--- src/sv/fnvw_pkg.sv ---
`timescale 1ns / 1ps
// fnvw_pkg: shared constants and the fnv prime multiply for the word fingerprint block
// depends on nothing; imported by every module of the block

package fnvw_pkg;

    localparam int FNV_MAX_WORD_BYTES = 8;
    localparam int WORD_FIELD_W       = 64;
    localparam int BYTE_COUNT_W       = 4;
    localparam int S_TDATA_W          = 72;
    localparam int FINGERPRINT_W      = 64;

    localparam logic [63:0] FNV_OFFSET_BASIS = 64'hcbf2_9ce4_8422_2325;

    // prime is 2^40 + 2^8 + 0xb3, so the product mod 2^64 is a sum of shifts
    function automatic logic [63:0] fnv_mult(input logic [63:0] h);
        logic [63:0] p;
        p = (h << 40) + (h << 8) + (h << 7) + (h << 5) + (h << 4) + (h << 1) + h;
        return p;
    endfunction

endpackage

--- src/sv/fnvw_front.sv ---
`timescale 1ns / 1ps
// fnvw_front: input side, clamps the byte count and packs the queue entry
// depends on fnvw_pkg

module fnvw_front import fnvw_pkg::*; #(
    parameter int MAX_WORD_BYTES = FNV_MAX_WORD_BYTES,
    parameter int WORD_W         = MAX_WORD_BYTES * 8,
    parameter int CNT_W          = $clog2(MAX_WORD_BYTES + 1),
    parameter int ENTRY_W        = WORD_W + CNT_W + 1
) (
    input  logic                 s_tvalid,
    output logic                 s_tready,
    input  logic [S_TDATA_W-1:0] s_tdata,
    input  logic                 s_tlast,
    output logic                 push,
    output logic [ENTRY_W-1:0]   push_data,
    input  logic                 q_full
);

    logic [BYTE_COUNT_W-1:0] byte_count;
    logic [CNT_W-1:0]        count_sat;

    assign byte_count = s_tdata[WORD_FIELD_W +: BYTE_COUNT_W];

    // counts beyond the word size saturate
    always_comb begin
        if (byte_count > BYTE_COUNT_W'(MAX_WORD_BYTES)) begin
            count_sat = CNT_W'(MAX_WORD_BYTES);
        end else begin
            count_sat = CNT_W'(byte_count);
        end
    end

    assign s_tready  = !q_full;
    assign push      = s_tvalid && !q_full;
    assign push_data = {s_tlast, count_sat, s_tdata[WORD_W-1:0]};

endmodule

--- src/sv/fnvw_queue.sv ---
`timescale 1ns / 1ps
// fnvw_queue: two-entry fifo between the front and the absorber
// depends on fnvw_pkg

module fnvw_queue import fnvw_pkg::*; #(
    parameter int DATA_W = WORD_FIELD_W
) (
    input  logic              aclk,
    input  logic              aresetn,
    input  logic              push,
    input  logic [DATA_W-1:0] push_data,
    output logic              full,
    input  logic              pop,
    output logic              q_valid,
    output logic [DATA_W-1:0] q_data
);

    logic [DATA_W-1:0] mem [2];
    logic              wr_ptr_reg, wr_ptr_next;
    logic              rd_ptr_reg, rd_ptr_next;
    logic [1:0]        count_reg,  count_next;

    assign full    = (count_reg == 2'd2);
    assign q_valid = (count_reg != 2'd0);
    assign q_data  = mem[rd_ptr_reg];

    always_comb begin
        wr_ptr_next = push ? !wr_ptr_reg : wr_ptr_reg;
        rd_ptr_next = pop  ? !rd_ptr_reg : rd_ptr_reg;
        count_next  = count_reg + {1'b0, push} - {1'b0, pop};
    end

    always_ff @(posedge aclk) begin
        if (push) begin
            mem[wr_ptr_reg] <= push_data;
        end
    end

    always_ff @(posedge aclk) begin
        if (!aresetn) begin
            wr_ptr_reg <= 1'b0;
            rd_ptr_reg <= 1'b0;
            count_reg  <= 2'd0;
        end else begin
            wr_ptr_reg <= wr_ptr_next;
            rd_ptr_reg <= rd_ptr_next;
            count_reg  <= count_next;
        end
    end

endmodule

--- src/sv/fnvw_back.sv ---
`timescale 1ns / 1ps
// fnvw_back: byte-serial fnv-1a absorber with the output register
// depends on fnvw_pkg

module fnvw_back import fnvw_pkg::*; #(
    parameter int MAX_WORD_BYTES = FNV_MAX_WORD_BYTES,
    parameter int WORD_W         = MAX_WORD_BYTES * 8,
    parameter int CNT_W          = $clog2(MAX_WORD_BYTES + 1),
    parameter int ENTRY_W        = WORD_W + CNT_W + 1
) (
    input  logic                     aclk,
    input  logic                     aresetn,
    input  logic                     q_valid,
    input  logic [ENTRY_W-1:0]       q_data,
    output logic                     pop,
    output logic                     m_tvalid,
    input  logic                     m_tready,
    output logic [FINGERPRINT_W-1:0] m_tdata
);

    logic [63:0]              hash_reg, hash_next;
    logic [WORD_W-1:0]        word_reg, word_next;
    logic [CNT_W-1:0]         cnt_reg,  cnt_next;
    logic                     last_reg, last_next;
    logic                     busy_reg, busy_next;
    logic                     m_valid_reg, m_valid_next;
    logic [FINGERPRINT_W-1:0] m_data_reg,  m_data_next;

    logic absorb;
    logic finish;
    logic out_free;
    logic take;

    assign out_free = !m_valid_reg || m_tready;
    assign absorb   = busy_reg && (cnt_reg != '0);
    // a last item waits here until the output register is free
    assign finish   = busy_reg && (cnt_reg == '0) && (!last_reg || out_free);
    assign take     = q_valid && (!busy_reg || finish);
    assign pop      = take;

    always_comb begin
        hash_next    = hash_reg;
        word_next    = word_reg;
        cnt_next     = cnt_reg;
        last_next    = last_reg;
        busy_next    = busy_reg;
        m_valid_next = m_valid_reg;
        m_data_next  = m_data_reg;

        if (m_tready) begin
            m_valid_next = 1'b0;
        end

        if (absorb) begin
            hash_next = fnv_mult(hash_reg ^ {56'd0, word_reg[7:0]});
            word_next = word_reg >> 8;
            cnt_next  = cnt_reg - CNT_W'(1);
        end

        if (finish) begin
            busy_next = 1'b0;
            if (last_reg) begin
                m_valid_next = 1'b1;
                m_data_next  = (hash_reg == 64'd0) ? 64'd1 : hash_reg;
                hash_next    = FNV_OFFSET_BASIS;
            end
        end

        if (take) begin
            word_next = q_data[WORD_W-1:0];
            cnt_next  = q_data[WORD_W +: CNT_W];
            last_next = q_data[ENTRY_W-1];
            busy_next = 1'b1;
        end
    end

    always_ff @(posedge aclk) begin
        word_reg   <= word_next;
        last_reg   <= last_next;
        m_data_reg <= m_data_next;
    end

    always_ff @(posedge aclk) begin
        if (!aresetn) begin
            hash_reg    <= FNV_OFFSET_BASIS;
            cnt_reg     <= '0;
            busy_reg    <= 1'b0;
            m_valid_reg <= 1'b0;
        end else begin
            hash_reg    <= hash_next;
            cnt_reg     <= cnt_next;
            busy_reg    <= busy_next;
            m_valid_reg <= m_valid_next;
        end
    end

    assign m_tvalid = m_valid_reg;
    assign m_tdata  = m_data_reg;

    a_no_zero_out: assert property (@(posedge aclk) disable iff (!aresetn)
        m_valid_reg |-> (m_data_reg != '0))
        else $error("fingerprint of zero presented");

    a_cnt_bound: assert property (@(posedge aclk) disable iff (!aresetn)
        cnt_reg <= CNT_W'(MAX_WORD_BYTES))
        else $error("byte counter beyond word size");

    a_idle_cnt: assert property (@(posedge aclk) disable iff (!aresetn)
        !busy_reg |-> (cnt_reg == '0))
        else $error("idle absorber with bytes pending");

    a_restart: assert property (@(posedge aclk) disable iff (!aresetn)
        (finish && last_reg) |=> (hash_reg == FNV_OFFSET_BASIS))
        else $error("hash not restarted after message end");

endmodule

--- src/sv/fnv1a_word_fingerprint.sv ---
`timescale 1ns / 1ps
// fnv1a_word_fingerprint: top level of the streaming 64-bit fnv-1a fingerprint engine
// depends on fnvw_pkg, fnvw_front, fnvw_queue, fnvw_back

// Streaming 64-bit FNV-1a fingerprint. Each input transaction carries a word and a byte
// count; the low bytes of the word are absorbed least significant first, each xored into
// the running hash which is then multiplied by the FNV prime modulo 2^64. Counts above
// the word size saturate, a count of zero absorbs nothing. A transaction with s_tlast
// set produces one output transaction holding the hash (zero shows as one) and the hash
// restarts from the offset basis. The absorber takes an item's bytes one byte per cycle
// through the shift-add prime multiply, then retires the item, overlapped with loading
// the next; an item with s_tlast set is retired only once the output register is free.
// A two-entry queue lets the input keep accepting while the absorber works, until the
// queue fills, and the output register holds a fingerprint while m_tready is low.

module fnv1a_word_fingerprint import fnvw_pkg::*; #(
    parameter int MAX_WORD_BYTES = FNV_MAX_WORD_BYTES
) (
    input  logic                     aclk,
    input  logic                     aresetn,
    input  logic                     s_tvalid,
    output logic                     s_tready,
    input  logic [S_TDATA_W-1:0]     s_tdata,   // word[63:0], byte_count[67:64], zero[71:68]
    input  logic                     s_tlast,
    output logic                     m_tvalid,
    input  logic                     m_tready,
    output logic [FINGERPRINT_W-1:0] m_tdata    // fingerprint[63:0]
);

    localparam int WORD_W  = MAX_WORD_BYTES * 8;
    localparam int CNT_W   = $clog2(MAX_WORD_BYTES + 1);
    localparam int ENTRY_W = WORD_W + CNT_W + 1;

    // queue entry: {last, saturated count, word}
    logic               push;
    logic [ENTRY_W-1:0] push_data;
    logic               q_full;
    logic               q_valid;
    logic [ENTRY_W-1:0] q_data;
    logic               pop;

    fnvw_front #(
        .MAX_WORD_BYTES (MAX_WORD_BYTES),
        .WORD_W         (WORD_W),
        .CNT_W          (CNT_W),
        .ENTRY_W        (ENTRY_W)
    ) u_front (
        .s_tvalid  (s_tvalid),
        .s_tready  (s_tready),
        .s_tdata   (s_tdata),
        .s_tlast   (s_tlast),
        .push      (push),
        .push_data (push_data),
        .q_full    (q_full)
    );

    // decouples input acceptance from the byte-serial absorber
    fnvw_queue #(
        .DATA_W (ENTRY_W)
    ) u_queue (
        .aclk      (aclk),
        .aresetn   (aresetn),
        .push      (push),
        .push_data (push_data),
        .full      (q_full),
        .pop       (pop),
        .q_valid   (q_valid),
        .q_data    (q_data)
    );

    fnvw_back #(
        .MAX_WORD_BYTES (MAX_WORD_BYTES),
        .WORD_W         (WORD_W),
        .CNT_W          (CNT_W),
        .ENTRY_W        (ENTRY_W)
    ) u_back (
        .aclk     (aclk),
        .aresetn  (aresetn),
        .q_valid  (q_valid),
        .q_data   (q_data),
        .pop      (pop),
        .m_tvalid (m_tvalid),
        .m_tready (m_tready),
        .m_tdata  (m_tdata)
    );

endmodule
--- config.mk ---
export PLATFORM = sky130hd
export DESIGN_NAME = fnv1a_word_fingerprint
export DESIGN_NICKNAME = d
export VERILOG_FILES = /design/src/sv/fnvw_pkg.sv /design/src/sv/fnvw_front.sv /design/src/sv/fnvw_queue.sv /design/src/sv/fnvw_back.sv /design/src/sv/fnv1a_word_fingerprint.sv
export SDC_FILE = /design/constraint.sdc
export NUM_CORES = 1
export LEC_CHECK = 0
export BUFFER_PORTS_ARGS = -buffer_cell sky130_fd_sc_hd__buf_2
export CORE_ASPECT_RATIO = 1.25
export CORE_MARGIN = 4
export CORE_UTILIZATION = 40
export CTS_CLUSTER_SIZE = 28
export DETAILED_ROUTE_END_ITERATION = 10
export PLACE_DENSITY_LB_ADDON = 0.25
export SLEW_MARGIN = 25
export SYNTH_ARGS = -nofsm -noshare
export SYNTH_HDL_FRONTEND = slang
export SYNTH_HIERARCHICAL = 1
export SYNTH_SLANG_ARGS = --single-unit
export TNS_END_PERCENT = 20
--- constraint.sdc ---
create_clock -name aclk -period 15.4 [get_ports aclk]
set_clock_uncertainty 0.1 [all_clocks]
set_input_delay 0 -clock aclk [delete_from_list [all_inputs] [get_ports aclk]]
set_output_delay 0 -clock aclk [all_outputs]
set_load 0.01 [all_outputs]
==> metrics.md, run 1 <==
| Metric | Value |
|---|---|
| Tcrit/Tclk final | `44.3%` |
| Num CTS Buffers | `38` |
| CTS tree | `built` |
| CP top delay family | `compound AO/OA/AOI/OAI gates` |
| Max reg flops | `138` |
| Largest net degree at the start of global routing | `70` |
| Final Core Density | `45.5%` |
| Setup TNS | `0 ps` |
| Via density per instance | `approximately 5.1` |
| Slew HR | `32.3%` |
| Post-route ant nets | `0` |
| Clk root buf | `clkbuf_16` |
| Placeable Area | `between 50000 and 60000 µm²` |
| CTS Sinks | `342` |
| Biggest register | `u_queue/mem` |
| Post-synth EDFFs | `267` |
| Clk Latency, worst-skew pair | `570 ps` |
| Critical path peak fanout | `6` |
| Crit end category | `flop` |
| Achievable Freq | `147 MHz` |
| Kind of start point of the critical path | `flop` |
| All-layer global routing usage | `18.9%` |
| Synthesis-to-layout area growth | `11.8%` |
| Mapped Area | `24400 µm²` |
| Iter 0 DRT Violations | `787` |
| Share of cells above drive strength 1 | `13.5%` |
| Buf+Inv Stages, Crit Path | `2` |
| Min Tclk post-route | `6820 ps` |
| Unrepaired setup endpoints after global routing | `no` |
| First-pass GRT wire length | `just under 100000 µm` |
| Die footprint | `65000 µm²` |
| Syn_area_per_cell | `10.8 µm²` |
| Clock transition at path regs | `60 ps` |
| Vias in the first global route | `17.5k` |
| Routed vias | `16.0k` |
| Mapped Cells | `2261` |
| Async set-reset flop share out of synthesis | `0%` |
| Die width | `229 µm` |
| Distinct cells, synth | `85` |
| Mapped Nets | `2711` |
| DR pass1 iterations | `7` |
| I/O Buffers | `138` |
| Primary FF master, synth | `edfxtp_1` |
| Max cap viols | `0` |
| Initial antenna violation count | `0` |
| Diode count | `0` |
| IO Pins | `143` |
| Crit-path slowest cell | `xor2_1` |
| H-tree depth reported by CTS | `2` |
| # DRC | `0` |
| Clock buffer depth | `3` |
| Worst stage delay on the critical path | `830 ps` |
| Final Slew Violations | `0` |
| Final Setup Violations | `0` |
| # resized after CTS | `0` |
| Gr ovfl total | `0` |
| Rows | `100` |
| Cell Chain, Critical Path | `xor2_1, ha_1, a21o_1, fa_1, inv_1, fa_1, inv_1, ha_1, ha_1, a21oi_1, nor3b_1, a21oi_1, o21ai_0, o211ai_1, a21oi_1, o21bai_1, xnor2_1, a22oi_1` |
| Crit path required time | `15690 ps` |
| NumNets Final | `2826` |
| Hold Worst Slack | `54.5 ps` |
| Starting density of the core | `roughly 41%` |
| Die Ht | `~280 µm` |
| Routed length per instance | `19.1 µm` |
| Synth warnings | `6` |
| # Post-CTS Setup Buffers | `0` |
| Post-synthesis sequential area ratio | `39.0%` |
| Setup CP Type | `reg -> reg` |
| Hold Crit Class | `in -> reg` |
| Final hold vios | `0` |
| CP arrival | `7110 ps` |
| Least-Margin Pin Slew | `1010 ps` |
| Placer Congestion | `~0.9` |
| DP Wirelength | `46200 µm` |
| Seq cells post-synth | `342` |
| Outcome | `complete, no violations` |
| Drt total wl | `60600 µm` |
-- cells in the mapped netlist, drive strengths merged (54+ instances only) --
cell type	number	area (µm²)
a21oi	109	553
and2	66	414
buf	82	597
clkbuf	68	256
dfxtp	75	1500
edfxtp	267	8020
fa	240	4800
ha	133	1660
inv	403	1510
mux2	69	815
nand2	299	1120
o21ai	54	270
-- path summary, 6_finish.rpt --
path	from	to	cells after the start	slack, ps
hold / removal	s_tdata[29]	u_queue/mem[1][29]	2	50
setup reg to reg	u_back/word_reg[0]	u_back/hash_reg[57]	18	8580
setup / recovery	u_back/word_reg[0]	u_back/hash_reg[57]	18	8580
hold reg to reg	u_back/hash_reg[41]	u_back/hash_reg[41]	2	370
-- through the flow --
| stage | cells | area (µm²) | setup slack [ps] |
|---|---|---|---|
| 6_report | 3169 | 27300 | 8580 |
| 5_1_grt | 3169 | 27300 | 8460 |
| 4_1_cts | 3168 | 27300 | 8750 |
| 3_5_place_dp | 3027 | 25300 | 8800 |
| 3_3_place_gp | 3027 | 25300 | 8890 |
| 2_1_floorplan | 2261 | 24400 | 10190 |
-- layout by cell type (no fill, tap or decap), types with 4 or more instances in the layout --
cell / netlist / layout
and3_1: 7 / 7
a21boi_0: 4 / 4
fa_1: 240 / 240
a22oi_1: 6 / 6
clkbuf_16: 0 / 39
nand4_1: 24 / 24
o21bai_1: 12 / 12
o211ai_1: 20 / 20
clkinv_1: 0 / 7
clkinv_2: 0 / 8
buf_4: 66 / 13
and2_1: 65 / 64
nor4_1: 4 / 4
a211o_1: 4 / 4
o21ai_0: 52 / 52
xor2_1: 40 / 40
clkbuf_1: 67 / 5
nor2b_1: 15 / 12
a21o_2: 6 / 6
mux2_4: 10 / 10
nand2b_1: 9 / 8
maj3_1: 4 / 4
nand3_1: 29 / 29
ha_1: 133 / 133
nor2_1: 46 / 45
inv_1: 402 / 401
dlygate4sd3_1: 0 / 73
o21a_1: 9 / 9
xnor2_1: 47 / 47
nor3_1: 13 / 13
edfxtp_1: 267 / 267
a21o_1: 23 / 23
dfxtp_1: 75 / 74
a21oi_1: 107 / 107
o22ai_1: 9 / 9
nand2_1: 298 / 296
buf_2: 6 / 138
mux2_2: 59 / 59
o31ai_1: 4 / 4
-- cells by family (layout without fill, tap and decap cells) --
family / Yosys count / count (layout) / share of synthesized area, %
simple gates: 534 / 534 / 10.1
mux: 71 / 71 / 3.42
flops: 342 / 342 / 39.0
xor+xnor: 88 / 88 / 3.22
buf+inv: 553 / 696 / 9.70
compound gates: 296 / 296 / 7.89
fa+ha+maj: 377 / 377 / 26.7
-- what timing repair did --
| item | 4_1_cts | 5_1_grt |
|---|---|---|
| hold endpoints to repair | 157 | 0 |
| setup endpoints to repair | 0 | 0 |
| hold buffers | 73 | 0 |
-- routing by layer --
metal,up-vias,global-route usage [%],wire (µm)
met1,8048,21.5,23300
met2,348,36.2,32800
met3,98,2.83,2530
met5,-,0,0
li1,7517,-,-
met4,0,5.91,2000
-- area by class of cell --
cell class,count,area [µm²]
Clock buffer,45,1010
Tap cell,765,957
Fill cell,5577,32700
Timing Repair Buffer,225,1550
Clock inverter,23,191
Multi-Input combinational cell,1366,12500
Sequential cell,342,9520
Inverter,403,1510
Power of run 1 is left out: the tool's default activity adds up to more than one toggle a clock period on the data nets, which glitch-free logic cannot reach.
==> run 2, diff against run 1 <==
- clock period: 15.4 -> 5.7 ns (I/O delays scaled with it)
==> run 2 against run 1 <==
Global-route usage is 0.52 points higher; worst setup slack worse by 8400 ps; die area stayed put; highest routed layer unchanged; design area is 4.0% higher; critical path type unchanged; clock-buffer cell count is 1 higher.
==> metrics.md, run 2 (same netlist as run 1, synthesis figures left out) <==
| Metric | Value |
|---|---|
| Most frequent cells in the layout | `inv_1, nand2_1, edfxtp_1` |
| # DRC | `0 (unchanged)` |
| Biggest register | `u_queue/mem` |
| All-layer global routing usage | `19.4% (+0.52 points)` |
| CP arrival | `5810 ps (-1300 ps)` |
| FF+latch area | `9520 µm² (about the same)` |
| Diode count | `0 (unchanged)` |
| Final Setup Violations | `0 (unchanged)` |
| Max cap viols | `0 (unchanged)` |
| Final Slew Violations | `0 (unchanged)` |
| Hold-critical path depth | `2 (unchanged)` |
| Clk Latency, worst-skew pair | `590 ps (+20 ps)` |
| Achievable Freq | `182 MHz (+24%)` |
| DR pass1 iterations | `5 (-2)` |
| FF-to-FF path depth | `20 (+2)` |
| Routed vias | `16.4k (+2.5%)` |
| Routed length per instance | `19.1 µm (about the same)` |
| Starting density of the core | `40.7% (unchanged)` |
| Critical path peak fanout | `7 (+1)` |
| IO Pins | `143 (unchanged)` |
| First-pass GRT wire length | `99000 µm (+2.4%)` |
| Worst path depth | `20 (+2)` |
| Setup slack at placement | `96.6 ps (-8700 ps)` |
| Min Tclk post-route | `5490 ps (-1330 ps)` |
| Iter 0 DRT Violations | `763 (-3.0%)` |
| Final setup margin | `211 ps (-8370 ps)` |
| Share of cells above drive strength 1 | `17.5% (+4.0 points)` |
| NumNets Final | `2932 (+3.8%)` |
| CTS Sinks | `342 (unchanged)` |
| Die footprint | `65000 µm² (unchanged)` |
| Setup CP Type | `reg -> reg` |
| Initial antenna violation count | `0 (unchanged)` |
| Hold Crit Class | `in -> reg` |
| Max reg flops | `138 (unchanged)` |
| H-tree depth reported by CTS | `2 (unchanged)` |
| Synthesis-to-layout area growth | `16.2%` |
| Crit end category | `flop` |
| Die Ht | `284 µm (unchanged)` |
| Cell Chain, Critical Path | `inv_1, fa_1, inv_1, fa_1, inv_1, fa_1, inv_1, ha_1, ha_1, o21ai_0, a22oi_1, and4_1, o21ai_0, buf_4, o211ai_1, buf_4, a21boi_2, o21ba_2, xnor2_1, o21ai_0` |
| DP Wirelength | `48600 µm (+5.2%)` |
| Fillers | `5475 (-1.8%)` |
| Least-Margin Pin Slew | `1000 ps (-13.1 ps)` |
| Drt total wl | `62700 µm (+3.4%)` |
| Num CTS Buffers | `38 (unchanged)` |
| CP dominant cell by count | `inv_1` |
| Kind of start point of the critical path | `flop` |
| Outcome | `complete, no violations` |
| Crit path required time | `6020 ps (-9670 ps)` |
| Clock transition at path regs | `60 ps (about the same)` |
| Placeable Area | `59900 µm² (unchanged)` |
| Final hold vios | `0 (unchanged)` |
| Clk root buf | `clkbuf_16` |
| Multi-input logic area | `12600 µm² (+0.40%)` |
| Final Core Density | `47.3% (+1.8 points)` |
| I/O Buffers | `138 (unchanged)` |
| Crit-path slowest cell | `fa_1` |
| CTS tree | `built` |
| Largest net degree at the start of global routing | `70 (unchanged)` |
| Buf+Inv Stages, Crit Path | `6 (+4)` |
| Via density per instance | `5.01 (-0.90%)` |
| Clock buffer depth | `3 (unchanged)` |
| Gr ovfl total | `0 (unchanged)` |
| Commonest non-fill, non-tap cell in the layout | `inv_1` |
| Worst stage delay on the critical path | `590 ps (-240 ps)` |
| Placer Congestion | `0.959 (+3.3%)` |
| Slew HR | `33.4% (+1.1 points)` |
| Tcrit/Tclk final | `96.3% (+52 points)` |
| Setup TNS | `0 ps (unchanged)` |
| Rows | `100 (unchanged)` |
| Vias in the first global route | `17.9k (+2.2%)` |
| Die width | `229 µm (unchanged)` |
| Unrepaired setup endpoints after global routing | `yes` |
| CP top delay family | `adder cells` |
| Post-route ant nets | `0 (unchanged)` |
run 2: cell types whose count changed in the layout (fill, tap and decap cells not counted), sizes merged:
cell / delta
buf: +106
clkbuf: +1
clkinv: -6
inv: -1
bufinv: +8
run 2: per-layer routing:
metal	GRT usage [%]	share of wire [%]
met1	21.8	38
met2	36.7	54
met5	0	0
met3	2.96	3.9
met4	7.60	4.5
run 2: what timing repair did:
item | CTS | global route
setup buffers | 0 | 4
hold endpoints to repair | 149 | 0
hold buffers | 73 | 0
resized for setup | 0 | 10
setup endpoints to repair | 0 | 18
run 2: final timing paths:
kind / startpoint / end / slack (ps)
worst max-delay path: u_back/hash_reg[11] / u_back/hash_reg[49] / 210
worst min-delay path: s_tdata[61] / u_queue/mem[0][61] / 60
worst max register to register: u_back/hash_reg[11] / u_back/hash_reg[49] / 210
worst min register to register: u_back/hash_reg[12] / u_back/hash_reg[12] / 360
run 2: metrics by stage:
step / cells / hold WS, ps / area [µm²]
2_1_floorplan: 2261 / 17.5 / 24400
3_5_place_dp: 3129 / 91.0 / 26100
5_1_grt: 3277 / 33.8 / 28400
4_1_cts: 3272 / 22.2 / 28200
3_3_place_gp: 3128 / 87.5 / 26100
6_report: 3277 / 59.9 / 28400
run 2: layout make-up:
cell class | count | area share [%]
Inverter | 403 | 5.35
Timing Repair Buffer | 331 | 8.42
Multi-Input combinational cell | 1366 | 44.4
Clock buffer | 46 | 3.49
Clock inverter | 24 | 1.39
Tap cell | 765 | 3.37
Sequential cell | 342 | 33.6
run 2: worst register-to-register path: stages (launching register included):
cell and delay, ps:
dfxtp_1 440, inv_1 300, fa_1 600, inv_1 60, fa_1 550, inv_1 70, fa_1 480, inv_1 50
ha_1 170, ha_1 410, o21ai_0 130, a22oi_1 250, and4_1 220, o21ai_0 80, buf_4 150, o211ai_1 530
buf_4 240, a21boi_2 60, o21ba_2 210, xnor2_1 140, o21ai_0 90
Power of run 2 is left out for the same reason.
